## src/odsc_ram.sv

```systemverilog
// ----------------------------------------------------------------------------
// odsc_ram
// Generic single write port RAM with one registered read port.
// ----------------------------------------------------------------------------
module odsc_ram #(
    parameter int WIDTH = 8,
    parameter int DEPTH = 16,
    parameter int AW    = $clog2(DEPTH)
) (
    input  logic             clk,
    input  logic             we,
    input  logic [AW-1:0]    waddr,
    input  logic [WIDTH-1:0] wdata,
    input  logic [AW-1:0]    raddr,
    output logic [WIDTH-1:0] rdata
);

    logic [WIDTH-1:0] mem [DEPTH];

    always_ff @(posedge clk)
    begin
        if (we)
        begin
            mem[waddr] <= wdata;
        end
        rdata <= mem[raddr];
    end

endmodule

```

## config.mk

```make
export PLATFORM = sky130hd
export DESIGN_NAME = odsc_ram
export DESIGN_NICKNAME = d
export VERILOG_FILES = /design/src/odsc_ram.sv
export SDC_FILE = /design/constraint.sdc
export NUM_CORES = 1
export LEC_CHECK = 0
export BUFFER_PORTS_ARGS = -buffer_cell sky130_fd_sc_hd__buf_2
export CAP_MARGIN = 0
export CORE_ASPECT_RATIO = 0.8
export CORE_MARGIN = 3
export CORE_UTILIZATION = 60
export CTS_CLUSTER_SIZE = 24
export DETAILED_ROUTE_END_ITERATION = 10
export PLACE_DENSITY = 0.79
export SYNTH_ARGS = -nofsm -noshare
export SYNTH_HDL_FRONTEND = slang
export SYNTH_SLANG_ARGS = --single-unit
```

## constraint.sdc

```tcl
create_clock -name clk -period 2.1 [get_ports clk]
set_input_delay 0.21 -clock clk [delete_from_list [all_inputs] [get_ports clk]]
set_output_delay 0.21 -clock clk [all_outputs]
set_load 0.005 [all_outputs]
```

==> results by group, run 1 <==
Finish
  – Layout cells sized above 1: 0.3108
  – Final core utilization: 0.7515
  – Antenna Cells: 0
  – FILL cells: about 460
  – Reg area: 4004 um2
  – Layout Nets: 301
  – Area delta synth->final: 18.67%
  – Final Cell Area: 6108 um2
  – Multi-input gate area: 1057 um2
  – Non-Filler Instances: 404

STA
  – Maximum clock rate: 725.5 MHz
  – Setup-failing EPs final: 0
  – Slew @ Worst Pin: 637.1 ps
  – Setup TNS: 0 ps
  – Final Max Tran Viols: 0
  – Final Skew: 7.292 ps
  – Final min period: 1378 ps
  – RSZ-0062 raised after global routing: no
  – Fin crit share: 0.6564
  – Relative slew slack: 0.5737
  – Hold Vio Cnt, Final: 0

Floorplanning
  – Die width: 109.6 um
  – Initial Utilization: 0.6333
  – Die Y-Extent: about 89 um
  – Total core area: a little over 8000 um2
  – Placement row count: 29
  – I/O Pins: 26
  – Die Area: 9733 um2

Setup path
  – Critical-path maximum fanout: 1
  – Reg2reg setup slack: a little over 700 ps
  – Reg2reg end: rdata[2]
  – CP Capture Type: flop
  – R2R cell count: 3
  – Worst EP arrival: 1780 ps
  – Critical path type: flop to flop
  – Worst R2R Start: mem[8][2]
  – Worst path required time: 2500 ps
  – Critical Path Start Type: flop

Clocking
  – Post-CTS Setup Bufs: 0
  – Clock buffer count from CTS: 17
  – Hold Buf Count CTS: 0
  – Clock Latency Late Sink: roughly 520 ps
  – CTS tree: done
  – Reg clk slew, reported paths: 60 ps
  – Clock sink total: 136
  – Post_cts resized: 0
  – Clock root buffer: clkbuf_8
  – Clock Path Buffers: 2
  – # H-tree levels: 4

Global route
  – Initial antenna violation count: 0
  – Vias in the first global route: around 2600
  – Gr usage total: 0.2433
  – Grt ovf: 0
  – Largest net degree at the start of global routing: 33
  – First-pass GRT wire length: 15.64 mm

Drt
  – Routed Antenna Nets: 0
  – Initial DRT Pass Iterations: 5
  – 1st-iter DRT viols: 226
  – Routed vias/inst: 6.285
  – DRC errors left: 0
  – Via Count: 2539
  – Routed WL per cell: 25.75 um
  – WL final: 10.40 mm

Placement
  – DP Cell Count: about 370
  – DP HPWL: 6.133 mm
  – Post-DP Area: 5484 um2
  – IO Port Bufs: 25
  – Placer's final routability congestion estimate: between 0.7 and 0.8

Power and ir drop
  – Reg power frac: 0.475
  – Maximum vdd drop: 0.7280 mV
  – Combinational power share: 0.045
  – Switching share of total power: 0.1927
  – Share of power burned in the clock network: 0.481
  – PD cells: 1054 nW/um2
  – Psw: between 1000 and 1500 uW
  – Leak: 0.002097 uW
  – Cell Int Power: between 5000 and 6000 uW

Yosys
  – Top-area cell type share of the netlist area: 0.7467
  – Synthesized Nets: 247
  – Number of cells produced by synthesis: 229
  – Mean post-synth cell area: 22.48 um2
  – Synthesis-stage register bit count: 136
  – Synthesis Warnings: 0
  – Largest cells by area after synthesis: edfxtp_1, mux4_2, mux4_1
  – Cell Area, Synth: 5147 um2
  – Synth cell types: 19
  – Leading area contributor after synthesis: edfxtp_1
  – Register area share after synthesis: 0.7778

Hold path
  – Hold wc startpoint: wdata[5]
  – Hold Path Depth: 1
  – Hold Path End: mem[11][5]
  – Worst hold path type: primary input to flop

Status
  – Status: complete, no violations

Flow run
  – Maxcap violations: 0
## state kept, by name (all words and copies together) (netlist names)
| register | cells |
|---|---|
| mem | 128 |
| rdata | 8 |
## layout make-up
type	count	share of cell area
clock buffer	19	0.06903
clock inverter	13	0.03318
multi-input combinational	83	0.1731
sequential	136	0.6555
tap	108	0.02212
timing repair buffer	45	0.04711
## power groups by stage
stage | registers, uW | clock network, uW | logic (uW)
floorplan | 3110 | 0 | 154
global placement | 3100 | 0 | 278
detailed placement | 3110 | 0 | 285
CTS | 3060 | 3150 | 289
global route | 3060 | 3280 | 312
finish | 3050 | 3090 | 288
## worst max-delay path by stage
stage,from,cells after the start,end
floorplan,waddr[2],2,mem[0][0]
finish,mem[8][2],3,rdata[2]
global placement,raddr[0],5,rdata[2]
CTS,mem[1][2],3,rdata[2]
global route,mem[9][2],3,rdata[2]
detailed placement,raddr[0],5,rdata[2]
## routing by layer
layer / global-route usage / wire (um) / up-vias
li1: - / - / 1085
met3: 0.1087 / 1028 / 17
met1: 0.3356 / 4141 / 1300
met2: 0.3551 / 5034 / 137
met5: 0 / 0 / -
met4: 0.07928 / 199 / 0
## cell usage in the layout, fill, tap and decap left out, drive strengths merged
cell      Yosys  final
edfxtp      128    128
dfxtp         8      8
nor3          4      4
nor2         13     13
nand2         9      9
clkinvlp      0      3
buf           7     45
nand2b        2      2
clkinv        0      5
clkbuf        0     19
nand3b        2      2
or3b          1      1
a22oi        16     16
nor2b         1      1
mux4         32     32
and2b         1      1
and2          1      1
bufinv        0      5
nand3         1      1
## critical path, stage by stage (launching register included)
cell and delay, ps:
edfxtp_1 360, mux4_1 500, a22oi_1 330, nand2_1 80
## synthesized netlist by cell type
cell / number
mux4_2: 18
nand2b_1: 2
clkdlybuf4s25_2: 3
nand3b_1: 2
edfxtp_1: 128
nand2_1: 9
nor2_1: 13
mux4_1: 14
nand3_1: 1
dfxtp_1: 8
buf_6: 3
or3b_2: 1
a22oi_1: 16
and2b_1: 1
nor3_1: 4
and2_1: 1
buf_2: 3
buf_4: 1
nor2b_1: 1
## cells by family after synthesis
family	synth area share
flops	0.7778
buf+inv	0.01677
simple gates	0.03184
compound gates	0.02334
mux	0.1502
## metrics by stage
step	hold WS, ps	power (uW)	setup slack (ps)
floorplan	308.9	3259	397.1
global placement	590.0	3383	447.7
detailed placement	592.5	3394	412.9
CTS	59.31	6490	717.3
global route	62.75	6654	686.4
finish	81.44	6435	721.6
Note: power is estimated with default switching activity, not from simulation.
==> run 2: changes to the inputs <==
==> constraint.sdc (replaced) <==
create_clock -name clk -period 1.4 [get_ports clk]
set_input_delay 0.14 -clock clk [delete_from_list [all_inputs] [get_ports clk]]
set_output_delay 0.14 -clock clk [all_outputs]
set_load 0.005 [all_outputs]
==> results by group, run 2 (synthesis gave the netlist of run 1 again) <==
Status
  – Status: complete, no violations (unchanged)

Hold path
  – Worst hold path type: primary input to flop (unchanged)
  – Hold wc startpoint: wdata[7] (was wdata[5])
  – Hold Path End: mem[12][7] (was mem[11][5])
  – Hold Path Depth: 1 (unchanged)

Global route
  – Gr usage total: 0.2422 (was 0.2433)
  – Largest net degree at the start of global routing: 23 (was 33)
  – First-pass GRT wire length: 15.80 mm (was 15.64 mm)
  – Grt ovf: 0 (unchanged)
  – Initial antenna violation count: 0 (unchanged)
  – Vias in the first global route: 2604 (was 2582)

Finish
  – Max FFs per register: 128 (unchanged)
  – Multi-input gate area: 1084 um2 (was 1057 um2)
  – FILL cells: 443 (was 461)
  – Layout cells sized above 1: 0.3432 (was 0.3108)
  – Reg area: 4004 um2 (unchanged)
  – Most frequent cells in the layout: edfxtp_1, buf_2, buf_4 (unchanged)
  – Biggest registers after layout: mem: 128 flops, rdata: 8 flops (unchanged)
  – Non-Filler Instances: 411 (was 404)
  – Reg with most FFs: mem (unchanged)
  – Area delta synth->final: 21.41% (was 18.67%)
  – Most common cell after layout, fill and taps aside: edfxtp_1 (unchanged)
  – Layout Nets: 309 (was 301)
  – Antenna Cells: 0 (unchanged)

Power and ir drop
  – Reg power frac: 0.466 (was 0.475)
  – Psw: 1859 uW (was 1240 uW)
  – Leak: 0.002157 uW (was 0.002097 uW)
  – Combinational power share: 0.045 (about the same)
  – Maximum vdd drop: 1.207 mV (was 0.7280 mV)
  – Share of power burned in the clock network: 0.489 (was 0.481)
  – PD cells: 1577 nW/um2 (was 1054 nW/um2)
  – Switching share of total power: 0.1887 (was 0.1927)
  – Cell Int Power: 7995 uW (was 5195 uW)

Floorplanning
  – Die Y-Extent: 88.85 um (unchanged)
  – Placement row count: 29 (unchanged)
  – Die width: 109.6 um (unchanged)
  – Die Area: 9733 um2 (unchanged)
  – I/O Pins: 26 (unchanged)
  – Initial Utilization: 0.6333 (unchanged)
  – Total core area: 8128 um2 (unchanged)

Placement
  – Placer's final routability congestion estimate: 0.7589 (was 0.7939)
  – DP Cell Count: 376 (was 372)
  – DP HPWL: 6.156 mm (was 6.133 mm)
  – IO Port Bufs: 25 (unchanged)

STA
  – Fin crit share: 0.9586 (was 0.6564)
  – Final min period: 1342 ps (was 1378 ps)
  – Setup-failing EPs final: 0 (unchanged)
  – Setup TNS: 0 ps (unchanged)
  – Hold Vio Cnt, Final: 0 (unchanged)
  – Slew @ Worst Pin: 849.0 ps (was 637.1 ps)
  – Maximum clock rate: 745.1 MHz (was 725.5 MHz)
  – Relative slew slack: 0.4319 (was 0.5737)
  – Final Max Tran Viols: 0 (unchanged)
  – Final Skew: 10.33 ps (was 7.292 ps)
  – RSZ-0062 raised after global routing: no (unchanged)

Clocking
  – Clock Path Buffers: 2 (unchanged)
  – Clock Latency Late Sink: 510 ps (was 520 ps)
  – Clock sink total: 136 (unchanged)
  – Clock buffer count from CTS: 17 (unchanged)
  – # H-tree levels: 4 (unchanged)
  – Clock root buffer: clkbuf_8 (unchanged)
  – CTS tree: done (unchanged)
  – Reg clk slew, reported paths: 60 ps (about the same)

Drt
  – Routed vias/inst: 6.158 (was 6.285)
  – Routed Antenna Nets: 0 (unchanged)
  – 1st-iter DRT viols: 253 (was 226)
  – Via Count: 2531 (was 2539)
  – WL final: 10.24 mm (was 10.40 mm)
  – Initial DRT Pass Iterations: 4 (was 5)
  – DRC errors left: 0 (unchanged)
  – Routed WL per cell: 24.91 um (was 25.75 um)

Setup path
  – CP Capture Type: flop (unchanged)
  – Worst EP arrival: 1740 ps (was 1780 ps)
  – Reg2reg end: rdata[5] (was rdata[2])
  – Critical-path maximum fanout: 1 (unchanged)
  – Worst R2R Start: mem[9][5] (was mem[8][2])
  – R2R cell count: 3 (unchanged)
  – Critical path type: flop to flop (unchanged)
  – Reg2reg setup slack: 60 ps (was 720 ps)
  – Critical Path Start Type: flop (unchanged)
  – Worst path required time: 1790 ps (was 2500 ps)

Flow run
  – Maxcap violations: 0 (unchanged)
## run 2: critical path: stages (launching register included)
cell,delay [ps]
edfxtp_1,390
mux4_1,560
a22oi_2,210
nand2_1,70
## run 2: final cells by class
cell class	instances	area share
Tap cell	108	0.02162
Multi-Input combinational cell	83	0.1734
Sequential cell	136	0.6406
Clock inverter	13	0.03624
Clock buffer	18	0.06687
Timing Repair Buffer	53	0.06126
## run 2: per-stage QoR
| step | worst slack (ps) | area, um2 | hold WS, ps | util | power [uW] |
|---|---|---|---|---|---|
| after floorplan | -6.146 | 5152 | 238.9 | - | 4889 |
| after global placement | -131.8 | 5544 | 522.8 | 0.6821 | 5081 |
| after detailed placement | -144.1 | 5544 | 524.3 | 0.6821 | 5098 |
| after CTS | 29.89 | 6228 | 2.517 | 0.7663 | 9911 |
| after global routing | 2.630 | 6250 | 7.565 | 0.7689 | 10170 |
| final | 57.98 | 6250 | 25.94 | 0.7689 | 9855 |
## run 2: power groups by stage
stage | clock (uW) | combinational, uW | sequential, uW
global route | 5080 | 487 | 4600
CTS | 4880 | 442 | 4590
global placement | 0 | 416 | 4670
finish | 4820 | 447 | 4590
floorplan | 0 | 231 | 4660
detailed placement | 0 | 426 | 4670
## run 2: worst max path at each step
stage,from,end
floorplan,waddr[2],mem[3][0]
finish,mem[9][5],rdata[5]
detailed placement,raddr[0],rdata[7]
global route,mem[9][5],rdata[5]
CTS,mem[0][3],rdata[3]
global placement,raddr[0],rdata[7]
## run 2: what timing repair did
item,in CTS,in global routing
gates resized for setup,0,6
hold endpoints to repair,42,0
endpoints found under the setup margin,0,5
setup buffers,0,0
hold buffers,4,0
## run 2: layer usage
layer,wire length [um],track usage,part of all wire
met5,0,0,0
met4,155,0.1008,0.015
met3,776,0.07075,0.076
met2,5077,0.3717,0.50
met1,4227,0.3337,0.41
==> run 3: changes to the inputs <==
--- a/config.mk
+++ b/config.mk
@@ -13,6 +13,7 @@
 export CTS_CLUSTER_SIZE = 24
 export DETAILED_ROUTE_END_ITERATION = 10
 export PLACE_DENSITY = 0.79
+export REMOVE_ABC_BUFFERS = 1
 export SYNTH_ARGS = -nofsm -noshare
 export SYNTH_HDL_FRONTEND = slang
 export SYNTH_SLANG_ARGS = --single-unit
==> results by group, run 3 (synthesis gave the netlist of run 1 again) <==
Setup path
  – Worst EP arrival: 1770 ps (was 1740 ps)
  – Crit path cell chain: mux4_2, a22oi_1, nand2_1 (was mux4_1, a22oi_2, nand2_1)
  – Critical path type: flop to flop (unchanged)
  – Critical Path Start Type: flop (unchanged)
  – Critical-path maximum fanout: 1 (unchanged)
  – Delay of the slowest cell on the worst path: 500 ps (was 560 ps)
  – Worst path required time: 1790 ps (about the same)
  – CP Capture Type: flop (unchanged)
  – CP max stage cell: mux4_2 (was mux4_1)

Hold path
  – Worst hold path type: primary input to flop (unchanged)

Drt
  – Routed vias/inst: 6.270 (was 6.158)
  – Routed WL per cell: 25.76 um (was 24.91 um)
  – 1st-iter DRT viols: 250 (was 253)
  – Routed Antenna Nets: 0 (unchanged)
  – Initial DRT Pass Iterations: 4 (unchanged)
  – WL final: 10.59 mm (was 10.24 mm)
  – DRC errors left: 0 (unchanged)
  – Via Count: 2577 (was 2531)

STA
  – Final Max Tran Viols: 0 (unchanged)
  – Relative slew slack: 0.4164 (was 0.4319)
  – Maximum clock rate: 723.5 MHz (was 745.1 MHz)
  – Setup-failing EPs final: 0 (unchanged)
  – RSZ-0062 raised after global routing: no (unchanged)
  – Fin crit share: 0.9872 (was 0.9586)
  – Hold Vio Cnt, Final: 0 (unchanged)
  – Final Skew: 9.504 ps (was 10.33 ps)
  – Final setup margin: 17.90 ps (was 57.98 ps)
  – Slew @ Worst Pin: 873.6 ps (was 849.0 ps)
  – Final min period: 1382 ps (was 1342 ps)

Finish
  – Antenna Cells: 0 (unchanged)
  – Most frequent cells in the layout: edfxtp_1, buf_2, buf_4 (unchanged)
  – Final Cell Area: 6213 um2 (was 6250 um2)
  – Max FFs per register: 128 (unchanged)
  – Non-Filler Instances: 411 (unchanged)
  – Layout cells sized above 1: 0.3597 (was 0.3432)
  – Layout Nets: 309 (unchanged)
  – Most common cell after layout, fill and taps aside: edfxtp_1 (unchanged)
  – FILL cells: 437 (was 443)
  – Area delta synth->final: 20.71% (was 21.41%)
  – Final core utilization: 0.7645 (was 0.7689)
  – Biggest registers after layout: mem: 128 flops, rdata: 8 flops (unchanged)
  – Reg with most FFs: mem (unchanged)

Power and ir drop
  – Combinational power share: 0.047 (was 0.045)
  – Leak: 0.002141 uW (was 0.002157 uW)
  – Share of power burned in the clock network: 0.478 (was 0.489)
  – Psw: 1870 uW (was 1859 uW)
  – Cell Int Power: 7784 uW (was 7995 uW)
  – Reg power frac: 0.475 (was 0.466)
  – Tot Pwr: 9653 uW (was 9855 uW)
  – Switching share of total power: 0.1937 (was 0.1887)
  – Maximum vdd drop: 1.055 mV (was 1.207 mV)
  – PD cells: 1554 nW/um2 (was 1577 nW/um2)

Floorplanning
  – Initial Utilization: 0.6333 (unchanged)
  – Die width: 109.6 um (unchanged)
  – Placement row count: 29 (unchanged)
  – Total core area: 8128 um2 (unchanged)
  – Die Y-Extent: 88.85 um (unchanged)
  – Die Area: 9733 um2 (unchanged)
  – I/O Pins: 26 (unchanged)

Clocking
  – Post-CTS Setup Bufs: 0 (unchanged)
  – Clock sink total: 136 (unchanged)
  – Clock Latency Late Sink: 510 ps (about the same)
  – CTS tree: done (unchanged)
  – # H-tree levels: 4 (unchanged)
  – Clock buffer count from CTS: 17 (unchanged)
  – Clock Path Buffers: 2 (unchanged)
  – Reg clk slew, reported paths: 60 ps (about the same)
  – Clock root buffer: clkbuf_8 (unchanged)

Placement
  – DP Cell Count: 378 (was 376)
  – IO Port Bufs: 25 (unchanged)
  – Placer's final routability congestion estimate: 0.7893 (was 0.7589)
  – Post-place setup slack: -181.7 ps (was -144.1 ps)
  – DP HPWL: 6.073 mm (was 6.156 mm)
  – Post-DP Area: 5554 um2 (was 5544 um2)

Global route
  – First-pass GRT wire length: 16.03 mm (was 15.80 mm)
  – Vias in the first global route: 2598 (was 2604)
  – Gr usage total: 0.2459 (was 0.2422)
  – Initial antenna violation count: 0 (unchanged)
  – Grt ovf: 0 (unchanged)
  – Largest net degree at the start of global routing: 33 (was 23)

Flow run
  – Maxcap violations: 0 (unchanged)

Status
  – Status: complete, no violations (unchanged)
[run 3: changes by cell type in the layout (fill, tap and decap cells not counted), sizes merged]
cell,previous run,this run
clkinvlp,2,3
buf,49,51
clkbuf,18,20
clkinv,4,3
bufinv,6,4
dlygate4sd3,4,2
[run 3: final timing paths]
path	depth (start not counted)	start	slack [ps]	end
worst min register to register	3	mem[5][3]	670	rdata[3]
worst min-delay path	1	wdata[7]	20	mem[8][7]
worst max register to register	3	mem[3][4]	20	rdata[4]
worst max-delay path	3	mem[3][4]	20	rdata[4]
[run 3: cell type report]
| cell class | instances | area (um2) | area share |
|---|---|---|---|
| Clock buffer | 20 | 455.4 | 0.07330 |
| Clock inverter | 11 | 170.2 | 0.02739 |
| Tap cell | 108 | 135.1 | 0.02175 |
| Timing Repair Buffer | 53 | 377.9 | 0.06081 |
| Sequential cell | 136 | 4004 | 0.6444 |
| Multi-Input combinational cell | 83 | 1071 | 0.1724 |
[run 3: repair_timing]
action | in CTS | in global routing
hold buffers | 2 | 0
hold endpoints to repair | 24 | 0
pin swaps | 1 | 1
gates resized for setup | 3 | 5
endpoints found under the setup margin | 2 | 3
[run 3: metal layers]
layer	global-route usage	wire length [um]
met4	0.07701	135
met1	0.3501	4333
met5	0	0
met2	0.3734	5190
met3	0.07659	929
[run 3: stage by stage]
stage               hold slack [ps]  TNS, ps
finish                        18.27        0
global route                  1.103        0
CTS                          0.7314        0
detailed placement            519.8    -1748
global placement              524.6    -1149
floorplan                     238.9    -1863
[run 3: worst max-delay path, delay by kind of cell (launching register included)]
kind,cells,cell delay (ps)
multiplexers,1,500
flip-flops,1,400
AO/OA/AOI/OAI,1,260
AND/OR/NAND/NOR,1,110
[run 3: power by group through the flow]
| stage | clock (uW) | sequential [uW] | combinational (uW) |
|---|---|---|---|
| floorplan | 0 | 4660 | 182 |
| global placement | 0 | 4660 | 420 |
| detailed placement | 0 | 4670 | 432 |
| CTS | 4670 | 4590 | 450 |
| global route | 4870 | 4590 | 488 |
| finish | 4610 | 4590 | 452 |
